$ cat src/design/i2d_pkg.sv
// ----------------------------------------------------------------------------
// i2d_pkg
// Shared constants and types for the signed integer to decimal text core.
// ----------------------------------------------------------------------------
package i2d_pkg;

    localparam int VALUE_W    = 64;
    localparam int CHAR_W     = 8;
    localparam int MAX_CHARS  = 20;
    // One place of the text is reserved for the sign.
    localparam int NUM_DIGITS = MAX_CHARS - 1;
    localparam int DIGIT_W    = 4;
    localparam int BCD_W      = NUM_DIGITS * DIGIT_W;
    localparam int POS_W      = $clog2(NUM_DIGITS);

    // Front queue depth; the front walks it with one-bit pointers.
    localparam int Q_DEPTH    = 2;

    // Double dabble: magnitude bits folded in per converter cycle.
    localparam int DD_BITS    = 4;
    localparam int DD_STEPS   = VALUE_W / DD_BITS;
    localparam int DD_CNT_W   = $clog2(DD_STEPS);

    localparam logic [CHAR_W-1:0] ASCII_ZERO  = 8'h30;
    localparam logic [CHAR_W-1:0] ASCII_MINUS = 8'h2D;

    typedef logic signed [VALUE_W-1:0] value_t;
    typedef logic [CHAR_W-1:0]         char_t;

    // Classified item: sign and unsigned magnitude.
    typedef struct packed {
        logic               neg;
        logic [VALUE_W-1:0] mag;
    } item_t;

    // Converted item: sign and packed BCD digits, least significant lowest.
    typedef struct packed {
        logic             neg;
        logic [BCD_W-1:0] bcd;
    } digits_t;

endpackage

$ cat src/design/i2d_value_if.sv
// ----------------------------------------------------------------------------
// i2d_value_if
// Valid/ready channel carrying one signed 64-bit value per beat.
// ----------------------------------------------------------------------------
interface i2d_value_if;
    import i2d_pkg::*;

    logic   valid;
    logic   ready;
    value_t value;

    modport source (output valid, output value, input ready);
    modport sink   (input valid, input value, output ready);

endinterface

$ cat src/design/i2d_char_if.sv
// ----------------------------------------------------------------------------
// i2d_char_if
// Valid/ready channel carrying one ASCII character and a last flag per beat.
// ----------------------------------------------------------------------------
interface i2d_char_if;
    import i2d_pkg::*;

    logic  valid;
    logic  ready;
    char_t character;
    logic  last;

    modport source (output valid, output character, output last, input ready);
    modport sink   (input valid, input character, input last, output ready);

endinterface

$ cat src/design/i2d_front.sv
// ----------------------------------------------------------------------------
// i2d_front
// Accepts values, splits them into sign and magnitude, queues two items.
// ----------------------------------------------------------------------------
module i2d_front (
    input  logic             clk,
    input  logic             rst_n,
    i2d_value_if.sink        num,
    output logic             q_valid,
    output i2d_pkg::item_t   q_item,
    input  logic             q_pop
);
    import i2d_pkg::*;

    item_t       q_mem [Q_DEPTH];
    logic        wr_ptr_reg, wr_ptr_next;
    logic        rd_ptr_reg, rd_ptr_next;
    logic [1:0]  count_reg,  count_next;
    logic        push;
    item_t       cls;

    // Two's complement negation as unsigned: the most negative value maps
    // to 2^63 with no overflow.
    always_comb
    begin
        cls.neg = num.value[VALUE_W-1];
        cls.mag = cls.neg ? (~num.value + VALUE_W'(1)) : num.value;
    end

    assign num.ready = (count_reg != 2'(Q_DEPTH));
    assign push      = num.valid && num.ready;
    assign q_valid   = (count_reg != 2'd0);
    assign q_item    = q_mem[rd_ptr_reg];

    always_comb
    begin
        wr_ptr_next = push  ? ~wr_ptr_reg : wr_ptr_reg;
        rd_ptr_next = q_pop ? ~rd_ptr_reg : rd_ptr_reg;
        count_next  = count_reg + 2'(push) - 2'(q_pop);
    end

    always_ff @(posedge clk)
    begin
        if (push)
        begin
            q_mem[wr_ptr_reg] <= cls;
        end
    end

    always_ff @(posedge clk or negedge rst_n)
    begin
        if (!rst_n)
        begin
            wr_ptr_reg <= 1'b0;
            rd_ptr_reg <= 1'b0;
            count_reg  <= 2'd0;
        end
        else
        begin
            wr_ptr_reg <= wr_ptr_next;
            rd_ptr_reg <= rd_ptr_next;
            count_reg  <= count_next;
        end
    end

endmodule

$ cat src/design/i2d_conv.sv
// ----------------------------------------------------------------------------
// i2d_conv
// Binary to BCD converter, double dabble, four magnitude bits per cycle.
// ----------------------------------------------------------------------------
module i2d_conv (
    input  logic               clk,
    input  logic               rst_n,
    input  logic               q_valid,
    input  i2d_pkg::item_t     q_item,
    output logic               q_pop,
    output logic               done,
    output i2d_pkg::digits_t   result,
    input  logic               take
);
    import i2d_pkg::*;

    logic                busy_reg, busy_next;
    logic                done_reg, done_next;
    logic [DD_CNT_W-1:0] cnt_reg,  cnt_next;
    logic [VALUE_W-1:0]  bin_reg,  bin_next;
    logic [BCD_W-1:0]    bcd_reg,  bcd_next;
    logic                neg_reg,  neg_next;
    logic [BCD_W-1:0]    bcd_step;

    // One double dabble bit: add 3 to every digit above 4, then shift in.
    function automatic logic [BCD_W-1:0] dd_bit(input logic [BCD_W-1:0] b,
                                                 input logic bin);
        logic [BCD_W-1:0]   adj;
        logic [DIGIT_W-1:0] d;
        for (int i = 0; i < NUM_DIGITS; i++)
        begin
            d = b[i*DIGIT_W +: DIGIT_W];
            adj[i*DIGIT_W +: DIGIT_W] = (d >= DIGIT_W'(5)) ? d + DIGIT_W'(3) : d;
        end
        return {adj[BCD_W-2:0], bin};
    endfunction

    always_comb
    begin
        bcd_step = bcd_reg;
        for (int k = 0; k < DD_BITS; k++)
        begin
            bcd_step = dd_bit(bcd_step, bin_reg[VALUE_W-1-k]);
        end
    end

    assign q_pop  = q_valid && !busy_reg && !done_reg;
    assign done   = done_reg;
    assign result = '{neg: neg_reg, bcd: bcd_reg};

    always_comb
    begin
        busy_next = busy_reg;
        done_next = done_reg;
        cnt_next  = cnt_reg;
        bin_next  = bin_reg;
        bcd_next  = bcd_reg;
        neg_next  = neg_reg;
        if (q_pop)
        begin
            busy_next = 1'b1;
            cnt_next  = '0;
            bin_next  = q_item.mag;
            bcd_next  = '0;
            neg_next  = q_item.neg;
        end
        else if (busy_reg)
        begin
            bcd_next = bcd_step;
            bin_next = {bin_reg[VALUE_W-DD_BITS-1:0], {DD_BITS{1'b0}}};
            cnt_next = cnt_reg + DD_CNT_W'(1);
            if (cnt_reg == DD_CNT_W'(DD_STEPS - 1))
            begin
                busy_next = 1'b0;
                done_next = 1'b1;
            end
        end
        else if (done_reg && take)
        begin
            done_next = 1'b0;
        end
    end

    always_ff @(posedge clk)
    begin
        bin_reg <= bin_next;
        bcd_reg <= bcd_next;
        neg_reg <= neg_next;
    end

    always_ff @(posedge clk or negedge rst_n)
    begin
        if (!rst_n)
        begin
            busy_reg <= 1'b0;
            done_reg <= 1'b0;
            cnt_reg  <= '0;
        end
        else
        begin
            busy_reg <= busy_next;
            done_reg <= done_next;
            cnt_reg  <= cnt_next;
        end
    end

endmodule

$ cat src/design/i2d_emit.sv
// ----------------------------------------------------------------------------
// i2d_emit
// Walks the BCD digits from the leading one down, one character per beat.
// ----------------------------------------------------------------------------
module i2d_emit (
    input  logic               clk,
    input  logic               rst_n,
    input  logic               done,
    input  i2d_pkg::digits_t   result,
    output logic               take,
    i2d_char_if.source         text
);
    import i2d_pkg::*;

    logic               active_reg,   active_next;
    logic               neg_pend_reg, neg_pend_next;
    logic [POS_W-1:0]   pos_reg,      pos_next;
    logic [BCD_W-1:0]   bcd_reg,      bcd_next;
    logic               out_valid_reg, out_valid_next;
    char_t              char_reg,     char_next;
    logic               last_reg,     last_next;
    logic [POS_W-1:0]   top;
    logic [DIGIT_W-1:0] digit;
    logic               advance;

    // Leading digit position; a zero magnitude keeps position 0.
    always_comb
    begin
        top = '0;
        for (int i = 0; i < NUM_DIGITS; i++)
        begin
            if (result.bcd[i*DIGIT_W +: DIGIT_W] != '0)
            begin
                top = POS_W'(i);
            end
        end
    end

    assign take       = done && !active_reg;
    assign digit      = bcd_reg[pos_reg*DIGIT_W +: DIGIT_W];
    assign advance    = active_reg && (!out_valid_reg || text.ready);
    assign text.valid     = out_valid_reg;
    assign text.character = char_reg;
    assign text.last      = last_reg;

    always_comb
    begin
        active_next    = active_reg;
        neg_pend_next  = neg_pend_reg;
        pos_next       = pos_reg;
        bcd_next       = bcd_reg;
        out_valid_next = out_valid_reg;
        char_next      = char_reg;
        last_next      = last_reg;

        if (take)
        begin
            active_next   = 1'b1;
            neg_pend_next = result.neg;
            pos_next      = top;
            bcd_next      = result.bcd;
        end

        if (advance)
        begin
            out_valid_next = 1'b1;
            if (neg_pend_reg)
            begin
                char_next     = ASCII_MINUS;
                last_next     = 1'b0;
                neg_pend_next = 1'b0;
            end
            else
            begin
                char_next = ASCII_ZERO + CHAR_W'(digit);
                last_next = (pos_reg == '0);
                if (pos_reg == '0)
                begin
                    active_next = 1'b0;
                end
                else
                begin
                    pos_next = pos_reg - POS_W'(1);
                end
            end
        end
        else if (text.ready)
        begin
            out_valid_next = 1'b0;
        end
    end

    always_ff @(posedge clk)
    begin
        pos_reg  <= pos_next;
        bcd_reg  <= bcd_next;
        char_reg <= char_next;
        last_reg <= last_next;
    end

    always_ff @(posedge clk or negedge rst_n)
    begin
        if (!rst_n)
        begin
            active_reg    <= 1'b0;
            neg_pend_reg  <= 1'b0;
            out_valid_reg <= 1'b0;
        end
        else
        begin
            active_reg    <= active_next;
            neg_pend_reg  <= neg_pend_next;
            out_valid_reg <= out_valid_next;
        end
    end

endmodule

$ cat src/design/signed_integer_to_decimal_text_core.sv
// ----------------------------------------------------------------------------
// signed_integer_to_decimal_text_core
// Formats a signed 64-bit integer as decimal ASCII text, one character a beat.
// ----------------------------------------------------------------------------
// Each beat on num carries one two's complement 64-bit value; the core
// answers with its decimal text on the text channel, most significant
// character first, one character per beat, with last set on the final one.
// Negative values start with '-', there are no leading zeros, zero prints
// as a single '0', and the most negative value prints in full (20 beats).
// An accepted value lands in a two-entry queue after its sign and magnitude
// are split off. The converter then runs a double dabble over the magnitude,
// four bits per cycle; the emitter then sends one character per cycle
// (1 to 20 beats) from a registered output while text is ready. The
// converter works on the next value while the emitter is still sending.
// No state is kept from one value to the next.
// ----------------------------------------------------------------------------
module signed_integer_to_decimal_text_core (
    input  logic        clk,
    input  logic        rst_n,
    i2d_value_if.sink   num,
    i2d_char_if.source  text
);
    import i2d_pkg::*;

    // Front to converter: queued sign and magnitude.
    logic     q_valid;
    logic     q_pop;
    item_t    q_item;

    // Converter to emitter: finished BCD digits held until taken.
    logic     conv_done;
    logic     emit_take;
    digits_t  conv_result;

    i2d_front u_front (
        .clk     (clk),
        .rst_n   (rst_n),
        .num     (num),
        .q_valid (q_valid),
        .q_item  (q_item),
        .q_pop   (q_pop)
    );

    i2d_conv u_conv (
        .clk     (clk),
        .rst_n   (rst_n),
        .q_valid (q_valid),
        .q_item  (q_item),
        .q_pop   (q_pop),
        .done    (conv_done),
        .result  (conv_result),
        .take    (emit_take)
    );

    i2d_emit u_emit (
        .clk     (clk),
        .rst_n   (rst_n),
        .done    (conv_done),
        .result  (conv_result),
        .take    (emit_take),
        .text    (text)
    );

endmodule
$ cat src/flat_wrapper.sv
// flat-port wrapper written by rule: the top's interface ports become plain ports
module signed_integer_to_decimal_text_core_flat import i2d_pkg::*;
  (clk, rst_n, num_valid, num_value, num_ready, text_valid, text_character, text_last, text_ready);
  i2d_value_if num_i ();
  i2d_char_if text_i ();
  input  logic clk;
  input  logic rst_n;
  input wire logic [$bits(num_i.valid)-1:0] num_valid;
  input wire logic [$bits(num_i.value)-1:0] num_value;
  output wire logic [$bits(num_i.ready)-1:0] num_ready;
  output wire logic [$bits(text_i.valid)-1:0] text_valid;
  output wire logic [$bits(text_i.character)-1:0] text_character;
  output wire logic [$bits(text_i.last)-1:0] text_last;
  input wire logic [$bits(text_i.ready)-1:0] text_ready;
  assign num_i.valid = num_valid;
  assign num_i.value = num_value;
  assign num_ready = num_i.ready;
  assign text_valid = text_i.valid;
  assign text_character = text_i.character;
  assign text_last = text_i.last;
  assign text_i.ready = text_ready;
  signed_integer_to_decimal_text_core u_core (.clk(clk), .rst_n(rst_n), .num(num_i), .text(text_i));
endmodule
$ cat config.mk
export PLATFORM = sky130hd
export DESIGN_NAME = signed_integer_to_decimal_text_core_flat
export DESIGN_NICKNAME = d
export VERILOG_FILES = /design/src/design/i2d_pkg.sv /design/src/design/i2d_value_if.sv /design/src/design/i2d_char_if.sv /design/src/design/i2d_front.sv /design/src/design/i2d_conv.sv /design/src/design/i2d_emit.sv /design/src/design/signed_integer_to_decimal_text_core.sv /design/src/flat_wrapper.sv
export SDC_FILE = /design/constraint.sdc
export NUM_CORES = 1
export LEC_CHECK = 0
export BUFFER_PORTS_ARGS = -buffer_cell sky130_fd_sc_hd__clkbuf_2
export CAP_MARGIN = 20
export CORE_ASPECT_RATIO = 0.5
export CORE_MARGIN = 4
export CORE_UTILIZATION = 25
export DETAILED_ROUTE_END_ITERATION = 8
export GPL_TIMING_DRIVEN = 0
export PLACE_DENSITY_LB_ADDON = 0.05
export REMOVE_ABC_BUFFERS = 1
export SYNTH_ARGS = -nofsm -noshare
export SYNTH_HDL_FRONTEND = slang
export SYNTH_SLANG_ARGS = --single-unit
$ cat constraint.sdc
create_clock -name clk -period 4.7 [get_ports clk]
set_input_delay 0.47 -clock clk [delete_from_list [all_inputs] [get_ports clk]]
set_output_delay 0.47 -clock clk [all_outputs]
set_load 0.02 [all_outputs]
; ---- Word-level counts from Yosys, hierarchy flattened
; Memory sizes are Yosys's and may differ from the RTL's.
; Cells that the tools add are included.
[word_totals]
register_bits = 244
mem_bits_rw = 130
input_bits = 68
output_inout_bits = 11
word_cells = 338
mem_count = 1
[mem_list]
columns = memory, words, word_bits, read_ports, rd_clocked_by_memory_dff, write_ports, line
row1 = u_core.u_front.q_mem, 2, 65, 1, 0, 1, i2d_front.sv:15  ; item_t q_mem [Q_DEPTH];
[op_classes]
n_addsub = 82
order_cmp = 76
n_eq_ne = 3
shift = 1
muxes = 120
bitwise = 4
reduce_logical = 35
[op_table]
columns = operator, n
row1 = $ge 4x3->1 const B, 76
row2 = $mux 4, 74
row3 = $add 4x2->4 const B, 72
row4 = $mux 64, 3
row5 = $mux 5, 20
row6 = $shiftx 76x8->4, 1
row7 = $reduce_bool 4->1, 18
row8 = $add 64x2->64 const B, 1
row9 = $not 64->64, 1
row10 = $mux 1, 18
row11 = $add 3x2->3 const B, 4
row12 = $mux 3, 4
row13 = $reduce_bool 2->1, 4
row14 = $add 6x4->7 const A, 1
row15 = $logic_and 1x1->1, 6
row16 = $logic_not 5->1, 1
row17 = $sub 5x1->5 const B, 1
row18 = $add 4x1->4 const B, 1
row19 = $eq 4x4->1 const B, 1
row20 = $logic_not 1->1, 4
row21 = $not 1->1, 3
row22 = $reduce_and 3->1, 1
row23 = $add 2x1->2, 1
row24 = $mux 2, 1
row25 = 4 further kinds, 4

; ---- Longest topological paths before layout
; Gate-level depths: netlist of run 1.
[logic_depth]
depth_word = 23
ltp_mapped = 25
mapped_depth_nobuf = 25

; ---- Hierarchy
; From an unflattened synthesis of run 1, not the netlist that was laid out.
[unflattened]
cells_unflattened = 2178
area_unflattened_um2 = 23084.6
[by_module_without_submodules]
columns = module, n_inst, cells_per_inst, area_each_um2, seq_area_each_um2
row1 = i2d_conv, 1, 1512, 12848.6, 3623.5
row2 = i2d_front, 1, 428, 6352.3, 4003.8
row3 = i2d_emit, 1, 238, 3883.7, 2637.5

; ---- Worst setup path after synthesis of run 1
; OpenSTA, ideal clock, no wires.
[synth_path]
path_kind = reg2reg
from = register u_core.u_conv.bcd_reg[4]
to = register u_core.u_conv.bcd_reg[13]
setup_ns = 0.225
arrival_ns = 4.463
required_time_ns = 4.475
setup_slack_ns = 0.012
stages_incl_launch_ff = 25
path_buffers = 0
period_less_slack_ns = 4.688
path_cell_list = dfxtp_1 -> inv_1 -> ha_1 -> nor2b_1 -> nor3_1 -> a21o_1 -> inv_1 -> ha_1 -> nor2b_1 -> or4_1 -> nand2_1 -> inv_1 -> ha_1 -> nand2b_1 -> a211oi_1 -> o21ai_0 -> and2_1 -> xor2_1 -> inv_1 -> ha_1 -> nor2b_1 -> nor2b_1 -> a211oi_1 -> xor2_1 -> o22ai_1
[synth_between]
elab_chain_len = 8
elab_cells_between_ends = 18
classes_between = add/sub: 6 / order compare: 6 / mux: 6
[synth_lines]
columns = element, line
row1 = start: declaration, i2d_conv.sv:21  ; logic [BCD_W-1:0] bcd_reg, bcd_next;
row2 = start signal: assignment, i2d_conv.sv:87  ; bcd_reg <= bcd_next;
row3 = $add 4x2->4 / $ge 4x3->1 (equally long branches), i2d_conv.sv:33  ; adj[i*DIGIT_W +: DIGIT_W] = (d >= DIGIT_W'(5)) ? d + DIGIT_W'(3) : d;
row4 = $mux 4 (*), i2d_conv.sv:33
row5 = $add 4x2->4 / $ge 4x3->1 (equally long branches), i2d_conv.sv:33
row6 = $mux 4, i2d_conv.sv:33
row7 = $add 4x2->4 / $ge 4x3->1 (equally long branches), i2d_conv.sv:33
row8 = $mux 4, i2d_conv.sv:33
row9 = $add 4x2->4 / $ge 4x3->1 (equally long branches), i2d_conv.sv:33
row10 = $mux 4 (*), i2d_conv.sv:33
; Every way passes the cells marked *; elsewhere a longest branch is shown, timed or not.
; A chain may end at the register's enable or synchronous reset.

; ---- Worst setup path in the final report of run 1
[layout_path]
from = register u_core.u_conv.bcd_reg[0]
to = register u_core.u_conv.bcd_reg[6]
; Same word-level chain as after synthesis.

==> reports/results.tsv, run 1 <==
stage	metric	value	unit
outcome	status	finished clean	
logic_synthesis	dominant synthesized flop cell	edfxtp_1	
die	Starting Density	0.253	
logic_synthesis	Yosys cell types	90	
critical_path	slowest stage delay, CP	0.48	ns
sta	Hold WS	0.145	ns
finish	most frequent cells in the layout	279 x nand2_1, 277 x edfxtp_1, 192 x o21ai_0, 169 x mux2i_1, 150 x inv_1	
critical_path	CP required	5.17	ns
placed_design	Final GP Congestion	0.755	
critical_path	CP cell instances	inv_1, ha_4, nor2b_4, o21ai_2, or2_4, ha_2, nor2b_4, nor4b_1, a221o_2, clkinv_2, ha_4, or2b_1, buf_4, a32oi_2, nand2_2, xnor2_4, ha_2, nand2b_4, nand2_2, a21o_1, nand3_2, nor3_1, a311o_1	
grt	met2 Use GR	0.221	
drt	detailed-route via count	19100	
grt	first-pass GRT wire length	109000	um
die	I/O Pins	79	
drt	First DRT Iteration DRCs	904	
logic_synthesis	asr flop ratio synth	0.0350	
die	Std-Cell Rows	81	
clocking	clock sink total	371	
logic_synthesis	average size of a mapped cell	9.78	um^2
clocking	H-Tree Depth	2	
clocking	CTS tree	yes	
logic_synthesis	Post-Syn Instances	2540	
min_path	Hold Path Class	in -> reg	
die	core area	98100	um^2
placed_design	dpl hpwl	49500	um
finish	Layout Nets	2888	
grt	vias in the first global route	18700	
drt	WL per Instance	17.3	um
clocking	clock-pin slew on the worst setup and hold paths	0.06	ns
finish	most common cell after layout, fill and taps aside	nand2_1	
critical_path	CP Class	reg -> reg	
critical_path	CP Capture Type	flop	
sta	fmax	220	MHz
critical_path	crit start category	flop	
critical_path	Max stage delay cell, worst path	a221o_2	
logic_synthesis	Post-synth EDFFs	277	
sta	period utilization	0.968	
drt	DRC	0	
sta	RSZ-0062 raised after global routing	true	
drt	Post-Route WL	69800	um
sta	clk_skew	0.0206	ns
placed_design	input/output buffers	75	
critical_path	Crit Path Max Fanout	5	
drt	drt pass-1 iters	5	
sta	final slew viol count	0	
finish	Fill cells	10200	
grt	GRT Residual Overflow	0	
die	Die Ht	231	um
logic_synthesis	sequential fraction of the synthesis area	0.413	
grt	met1 Use GR	0.176	
logic_synthesis	number of synthesis warnings	0	
grt	met3 global-route usage	0.0210	
job	Max-Cap Viols	0	
die	Die Footprint	105000	um^2
clocking	clk root buf	clkbuf_16	
logic_synthesis	Post-Syn Area	24800	um^2
clocking	deepest clock path buffer count	3	
clocking	CTS Buf Count	43	
grt	GRT Util Overall	0.130	
sta	Final setup violation count	0	
logic_synthesis	#FFs+latches synth	371	
drt	vias per inst	4.75	
sta	Slew HR	0.358	
sta	Hold Vio Cnt, Final	0	
sta	min cycle time layout	4.55	ns
grt	GR peak layer	met2	
drt	Final ANT Viol Nets	0	
finish	area grow syn2layout	24.0	%
die	Die X	454	um
sta	Worst-Margin Slew	0.962	ns
grt	pin count of the biggest net entering global routing	74	
finish	share of cells above drive strength 1	0.253	
clocking	clk_lat worst skew	0.59	ns
finish	max reg flops	130	
finish	ant diodes	0	
critical_path	R2R cell count	23	
grt	initial antenna violation count	6	
min_path	WHS Path Cells	1	
critical_path	crit path DAT	5.02	ns
[final timing paths]
check,startpoint,endpoint,slack (ns)
setup / recovery,u_core.u_conv.bcd_reg[0],u_core.u_conv.bcd_reg[6],0.15
hold / removal,num_value[0],u_core.u_front.q_mem[0][0],0.14
setup reg to reg,u_core.u_conv.bcd_reg[0],u_core.u_conv.bcd_reg[6],0.15
hold reg to reg,u_core.u_conv.bcd_reg[45],u_core.u_emit.bcd_reg[45],0.46
max in group asynchronous,rst_n,u_core.u_conv.busy_reg,3.86
min in group asynchronous,rst_n,u_core.u_emit.neg_pend_reg,0.47
[layer usage]
layer / routed length (um) / vias to the layer above / share of wire
met1: 33400 / 9320 / 0.48
li1: - / 9558 / -
met2: 33400 / 182 / 0.48
met5: 44 / - / 0.00063
met3: 2180 / 60 / 0.031
met4: 828 / 6 / 0.012
[worst max-delay path: cells and delay by family (launching register included)]
kind	cells	cell delay, ns
xor+xnor	1	0.26
fa+ha+maj	4	0.71
buf+inv	3	0.34
simple gates	10	1.46
flops	1	0.37
compound gates	5	1.29
[cell families (layout without fill, tap and decap cells)]
group	Yosys count	count (layout)	synth area share
adder cells (fa/ha/maj)	158	158	0.0796
XOR/XNOR	122	122	0.0430
multiplexers	213	213	0.0970
AND/OR/NAND/NOR	765	765	0.155
AO/OA/AOI/OAI	627	627	0.166
other	2	3	0.000302
flip-flops	371	371	0.413
buffers and inverters	282	438	0.0455
[stage by stage]
step	util	cell area (um^2)	std cells	setup TNS (ns)	setup WS (ns)
final	0.314	30800	4025	0	0.152
after global routing	0.314	30800	4025	-0.394	-0.0675
after CTS	0.298	29300	3960	-0.0181	-0.0181
after detailed placement	0.274	26800	3858	-22.16	-0.911
after global placement	0.269	26400	3842	-3729.10	-23.83
after floorplan	-	24400	2439	-1198.10	-8.52
[timing repair]
item                                   in CTS  in global routing
setup endpoints to repair                  64                 52
hold buffers                                1                  0
pin swaps                                  31                 71
setup buffers                              21                 65
endpoints found under the hold margin      13                  0
gates resized for setup                   231                249
[layout make-up]
cell class	count	area [um^2]	area share
flip-flops and latches	371	10400	0.337
clock buffers	62	1190	0.0385
clock inverters	18	223	0.00723
multi-input cells	1888	15300	0.495
repair buffers	178	1380	0.0449
inverters	180	693	0.0225
well taps	1328	1660	0.0539
[cells in the mapped netlist (30+ instances only)]
| cell | number | area share |
|---|---|---|
| a211oi_1 | 36 | 0.011 |
| a21oi_1 | 64 | 0.013 |
| a31oi_1 | 37 | 0.0093 |
| clkbuf_1 | 80 | 0.012 |
| dfxtp_1 | 81 | 0.065 |
| edfxtp_1 | 277 | 0.33 |
| ha_1 | 158 | 0.080 |
| inv_1 | 177 | 0.027 |
| mux2i_1 | 173 | 0.070 |
| nand2_1 | 298 | 0.045 |
| nand2b_1 | 80 | 0.020 |
| nand3_1 | 30 | 0.0060 |
| nor2_1 | 95 | 0.014 |
| nor2b_1 | 57 | 0.014 |
| nor3_1 | 48 | 0.0097 |
| o21ai_0 | 220 | 0.044 |
| o31ai_1 | 38 | 0.011 |
| or4_1 | 31 | 0.0094 |
| xnor2_1 | 108 | 0.038 |
Power of run 1 is not shown: default switching activity piles up to over one toggle a cycle in this logic, so the estimate is an artifact.
==> run 2, diff against run 1 <==
--- a/config.mk
+++ b/config.mk
@@ -13,7 +13,6 @@
 export DETAILED_ROUTE_END_ITERATION = 8
 export GPL_TIMING_DRIVEN = 0
 export PLACE_DENSITY_LB_ADDON = 0.05
-export REMOVE_ABC_BUFFERS = 1
 export SYNTH_ARGS = -nofsm -noshare
 export SYNTH_HDL_FRONTEND = slang
 export SYNTH_SLANG_ARGS = --single-unit
==> constraint.sdc (replaced) <==
create_clock -name clk -period 4.97 [get_ports clk]
set_input_delay 0.497 -clock clk [delete_from_list [all_inputs] [get_ports clk]]
set_output_delay 0.497 -clock clk [all_outputs]
set_load 0.02 [all_outputs]
==> reports/results.tsv, run 2 (synthesis results as in run 1) <==
stage	metric	value	unit
finish	Finished Layout Cells	4069	
clocking	CTS Buf Count	43	
grt	met1 Use GR	0.214	
job	Max-Cap Viols	0	
sta	Final setup violation count	0	
die	Die X	454	um
outcome	status	finished clean	
critical_path	CP Capture Type	flop	
grt	vias in the first global route	19200	
sta	fmax	211	MHz
sta	final slew viol count	0	
sta	Slew HR	0.265	
min_path	Hold EP	u_core.u_front.q_mem[0][64]	
grt	met2 Use GR	0.236	
grt	pin count of the biggest net entering global routing	52	
critical_path	CP required	5.42	ns
clocking	deepest clock path buffer count	3	
drt	First DRT Iteration DRCs	993	
die	I/O Pins	79	
die	Die Footprint	105000	um^2
placed_design	placed cells	3953	
min_path	WHS Path Cells	1	
drt	Final ANT Viol Nets	0	
sta	Worst-Margin Slew	1.10	ns
finish	most frequent cells in the layout	285 x nand2_1, 277 x edfxtp_1, 199 x o21ai_0, 172 x mux2i_1, 171 x inv_1	
critical_path	crit path DAT	5.19	ns
finish	Reg area	10400	um^2
drt	vias per inst	4.78	
clocking	CTS tree	yes	
finish	area of the multi-input gates	14700	um^2
placed_design	Final GP Congestion	0.783	
drt	Post-Route WL	78300	um
drt	drt pass-1 iters	5	
sta	clk_skew	0.0179	ns
critical_path	R2R cell count	24	
placed_design	input/output buffers	75	
critical_path	CP Class	reg -> reg	
critical_path	crit start category	flop	
finish	share of cells above drive strength 1	0.202	
drt	DRC	0	
grt	GR peak layer	met2	
min_path	Hold Path Class	in -> reg	
drt	detailed-route via count	19500	
clocking	clock sink total	371	
die	Std-Cell Rows	81	
grt	initial antenna violation count	2	
critical_path	reg2reg setup slack	0.23	ns
clocking	clock-pin slew on the worst setup and hold paths	0.07	ns
sta	min cycle time layout	4.74	ns
grt	met3 global-route usage	0.0170	
drt	WL per Instance	19.2	um
critical_path	reg-to-reg endpoint	u_core.u_conv.bcd_reg[6]	
placed_design	DP Worst Slack	-0.903	ns
finish	Layout Nets	2934	
clocking	clk_lat worst skew	0.57	ns
grt	GRT Residual Overflow	0	
die	Die Ht	231	um
grt	GRT Util Overall	0.146	
sta	period utilization	0.954	
sta	Hold Vio Cnt, Final	0	
finish	most common cell after layout, fill and taps aside	nand2_1	
clocking	clk root buf	clkbuf_16	
critical_path	Crit Path Max Fanout	5	
sta	final setup margin	0.227	ns
finish	max reg flops	130	
min_path	HP Start	num_value[63]	
grt	first-pass GRT wire length	119000	um
finish	area grow syn2layout	21.4	%
critical_path	worst flop-to-flop path startpoint	u_core.u_conv.bcd_reg[5]	
placed_design	dpl hpwl	58500	um
sta	Fin Setup TNS	0	ns
finish	Fill cells	10400	
clocking	H-Tree Depth	2	
die	Starting Density	0.253	
finish	ant diodes	0	
die	core area	98100	um^2
run 2: cell types whose count changed in the layout (fill, tap and decap cells not counted), sizes merged:
cell,before,now
clkinv,11,15
clkbuf,137,206
buf,102,74
inv,180,179
dlygate4sd3,1,2
clkinvlp,3,2
run 2: per-stage QoR:
| step | area (um^2) | hold slack (ns) | util |
|---|---|---|---|
| after floorplan | 24800 | 0.201 | - |
| after global placement | 26900 | 0.410 | 0.274 |
| after detailed placement | 27100 | 0.412 | 0.276 |
| after CTS | 29000 | 0.117 | 0.295 |
| after global routing | 30200 | 0.147 | 0.307 |
| final | 30200 | 0.167 | 0.307 |
run 2: worst max-delay path by stage:
stage	to	cells past startpoint	from	slack, ns
after floorplan	u_core.u_conv.bcd_reg[13]	24	u_core.u_conv.bcd_reg[4]	0.28
after global placement	u_core.u_front.q_mem[0][51]	3	num_valid	-1.49
after detailed placement	u_core.u_conv.bcd_reg[14]	24	u_core.u_conv.bcd_reg[9]	-0.90
after CTS	u_core.u_conv.bcd_reg[70]	23	u_core.u_conv.bcd_reg[60]	0.002
after global routing	u_core.u_conv.bcd_reg[22]	23	u_core.u_conv.bcd_reg[21]	-0.03
final	u_core.u_conv.bcd_reg[6]	24	u_core.u_conv.bcd_reg[5]	0.23
run 2: worst max-delay path, stage by stage, from the launching register on:
cell and delay (ns):
dfxtp_4 0.38, inv_1 0.09, ha_2 0.21, nand2b_4 0.15
a211o_1 0.32, and2_4 0.19, inv_1 0.08, ha_1 0.13
nand2b_1 0.11, inv_1 0.06, o31a_1 0.28, xnor2_2 0.25
inv_2 0.09, ha_1 0.19, or2b_1 0.27, and2_1 0.18
a32oi_2 0.24, nand2_2 0.15, xnor2_4 0.20, ha_1 0.20
nand2b_4 0.15, nand2_1 0.10, a2bb2oi_2 0.15, nand3_2 0.12
a311o_1 0.36
run 2: routing by layer:
metal / vias up / routed length, um / share of wire
li1: 9682 / - / -
met1: 9483 / 39700 / 0.51
met2: 238 / 35400 / 0.45
met3: 50 / 2320 / 0.030
met4: 0 / 942 / 0.012
met5: - / 0 / 0
run 2: repair_timing:
action,CTS,global route
buffers inserted,7,38
hold endpoints to repair,13,0
endpoints found under the setup margin,45,54
hold buffers,1,0
gates resized for setup,129,217
pin swaps,10,39
gates cloned,0,0
run 2: cell type report:
cell class / instances / share of cell area
Sequential cell: 371 / 0.344
Multi-Input combinational cell: 1888 / 0.488
Inverter: 180 / 0.0225
Tap cell: 1328 / 0.0551
Clock buffer: 58 / 0.0400
Timing Repair Buffer: 131 / 0.0303
Clock inverter: 20 / 0.00685
Buffer: 93 / 0.0142
Power of run 2 is left out for the same reason.
==> run 3, diff against run 2 <==
--- a/config.mk
+++ b/config.mk
@@ -7,6 +7,8 @@
 export LEC_CHECK = 0
 export BUFFER_PORTS_ARGS = -buffer_cell sky130_fd_sc_hd__clkbuf_2
 export CAP_MARGIN = 20
+export CELL_PAD_IN_SITES_DETAIL_PLACEMENT = 1
+export CELL_PAD_IN_SITES_GLOBAL_PLACEMENT = 1
 export CORE_ASPECT_RATIO = 0.5
 export CORE_MARGIN = 4
 export CORE_UTILIZATION = 25
==> reports/results.tsv, run 3 (synthesis results as in run 1) <==
stage	metric	value	unit
job	Max-Cap Viols	0	
min_path	Hold Path Class	in -> reg	
critical_path	CP required	5.44	ns
clocking	clock sink total	371	
sta	min cycle time layout	4.73	ns
finish	Final Util	0.309	
drt	Post-Route M1 WL	39600	um
die	Die Ht	231	um
finish	area grow syn2layout	22.1	%
die	Std-Cell Rows	81	
finish	most common cell after layout, fill and taps aside	nand2_1	
grt	initial antenna violation count	2	
sta	final setup margin	0.236	ns
drt	vias per inst	4.82	
die	core area	98100	um^2
grt	first-pass GRT wire length	124000	um
finish	most frequent cells in the layout	284 x nand2_1, 277 x edfxtp_1, 200 x o21ai_0, 168 x mux2i_1, 163 x inv_1	
critical_path	slowest stage delay, CP	0.47	ns
clocking	CTS Buf Count	41	
clocking	clock-pin slew on the worst setup and hold paths	0.06	ns
sta	Fin Setup TNS	0	ns
critical_path	Crit Path Max Fanout	6	
finish	Layout Nets	2943	
clocking	CTS tree	yes	
die	I/O Pins	79	
placed_design	input/output buffers	75	
finish	Finished Layout Cells	4078	
sta	final slew viol count	0	
finish	max reg flops	130	
drt	Post-Route WL	81200	um
critical_path	crit path DAT	5.20	ns
drt	DRC	0	
drt	metal3 WL	2200	um
finish	ant diodes	0	
drt	WL per Instance	19.9	um
grt	vias in the first global route	20500	
drt	First DRT Iteration DRCs	863	
clocking	clk root buf	clkbuf_16	
sta	clk_skew	0.0314	ns
placed_design	dpl hpwl	61000	um
clocking	clk_lat worst skew	0.59	ns
critical_path	Max stage delay cell, worst path	a221o_2	
drt	drt pass-1 iters	5	
drt	metal2 WL	38100	um
drt	Final ANT Viol Nets	0	
placed_design	DP Worst Slack	-0.790	ns
clocking	deepest clock path buffer count	3	
sta	Hold Vio Cnt, Final	0	
grt	pin count of the biggest net entering global routing	49	
die	Die X	454	um
sta	fmax	211	MHz
sta	Slew HR	0.278	
clocking	H-Tree Depth	2	
critical_path	CP cell instances	inv_1, ha_4, nor2b_4, o21ai_1, or2_4, ha_1, nor2b_4, nor4b_1, a221o_2, clkinv_2, ha_2, or2b_1, buf_4, a32oi_4, nand2_2, xnor2_4, ha_1, nand2b_1, nand2_1, a21o_1, nand3_2, nor3_1, a311o_1	
drt	highest metal used	met4	
placed_design	placed cells	3955	
sta	Final setup violation count	0	
sta	RSZ-0062 raised after global routing	true	
critical_path	Buf/Inv on CP	3	
sta	Worst-Margin Slew	1.08	ns
critical_path	crit start category	flop	
grt	GRT Util Overall	0.152	
grt	GRT Residual Overflow	0	
critical_path	delay-heaviest family, CP	simple AND/OR/NAND/NOR gates	
outcome	status	finished clean	
die	Die Footprint	105000	um^2
placed_design	Final GP Congestion	0.757	
sta	period utilization	0.952	
critical_path	CP Capture Type	flop	
die	Starting Density	0.253	
drt	detailed-route via count	19700	
finish	share of cells above drive strength 1	0.214	
critical_path	CP Class	reg -> reg	
[run 3: cell types whose count changed in the layout (fill, tap and decap cells not counted), sizes merged]
cell	delta
buf	+14
inv	+1
clkinv	+2
clkbuf	-6
clkinvlp	-1
bufinv	-1
[run 3: final cells by class]
class,instances,area (um^2)
Clock inverter,21,210
Clock buffer,55,1160
Buffer,90,415
Fill cell,11200,67800
Tap cell,1328,1660
Timing Repair Buffer,145,1020
Sequential cell,371,10400
Multi-Input combinational cell,1888,14800
Inverter,180,679
[run 3: metrics by stage]
step,instance area (um^2),hold WS (ns)
final,30300,0.148
after global routing,30300,0.120
after CTS,29100,0.0927
after detailed placement,27100,0.415
after global placement,26900,0.411
after floorplan,24800,0.201
[run 3: layer usage]
layer  global-route usage  vias up
met3               0.0202       67
met2                0.257      184
li1                     -     9672
met5                    0        -
met1                0.208     9745
met4               0.0289        0
[run 3: timing repair]
action                                  4_1_cts  5_1_grt
pin swaps                                    15       48
endpoints found under the setup margin       48       56
hold endpoints to repair                     13        0
setup buffers                                11       47
gates resized for setup                     155      217
hold buffers                                  1        0
[run 3: path summary, 6_finish.rpt]
path                                                 from                           to  slack (ns)  depth (start not counted)
worst max-delay path             u_core.u_conv.bcd_reg[1]     u_core.u_conv.bcd_reg[6]        0.24                         23
worst min-delay path                        num_value[63]  u_core.u_front.q_mem[1][64]        0.15                          1
worst max register to register   u_core.u_conv.bcd_reg[1]     u_core.u_conv.bcd_reg[6]        0.24                         23
worst min register to register  u_core.u_conv.bcd_reg[71]    u_core.u_emit.bcd_reg[71]        0.43                          0
max in group asynchronous                           rst_n   u_core.u_emit.neg_pend_reg        4.17                          2
min in group asynchronous                           rst_n     u_core.u_conv.cnt_reg[2]        0.43                          2
Power of run 3 is left out for the same reason.
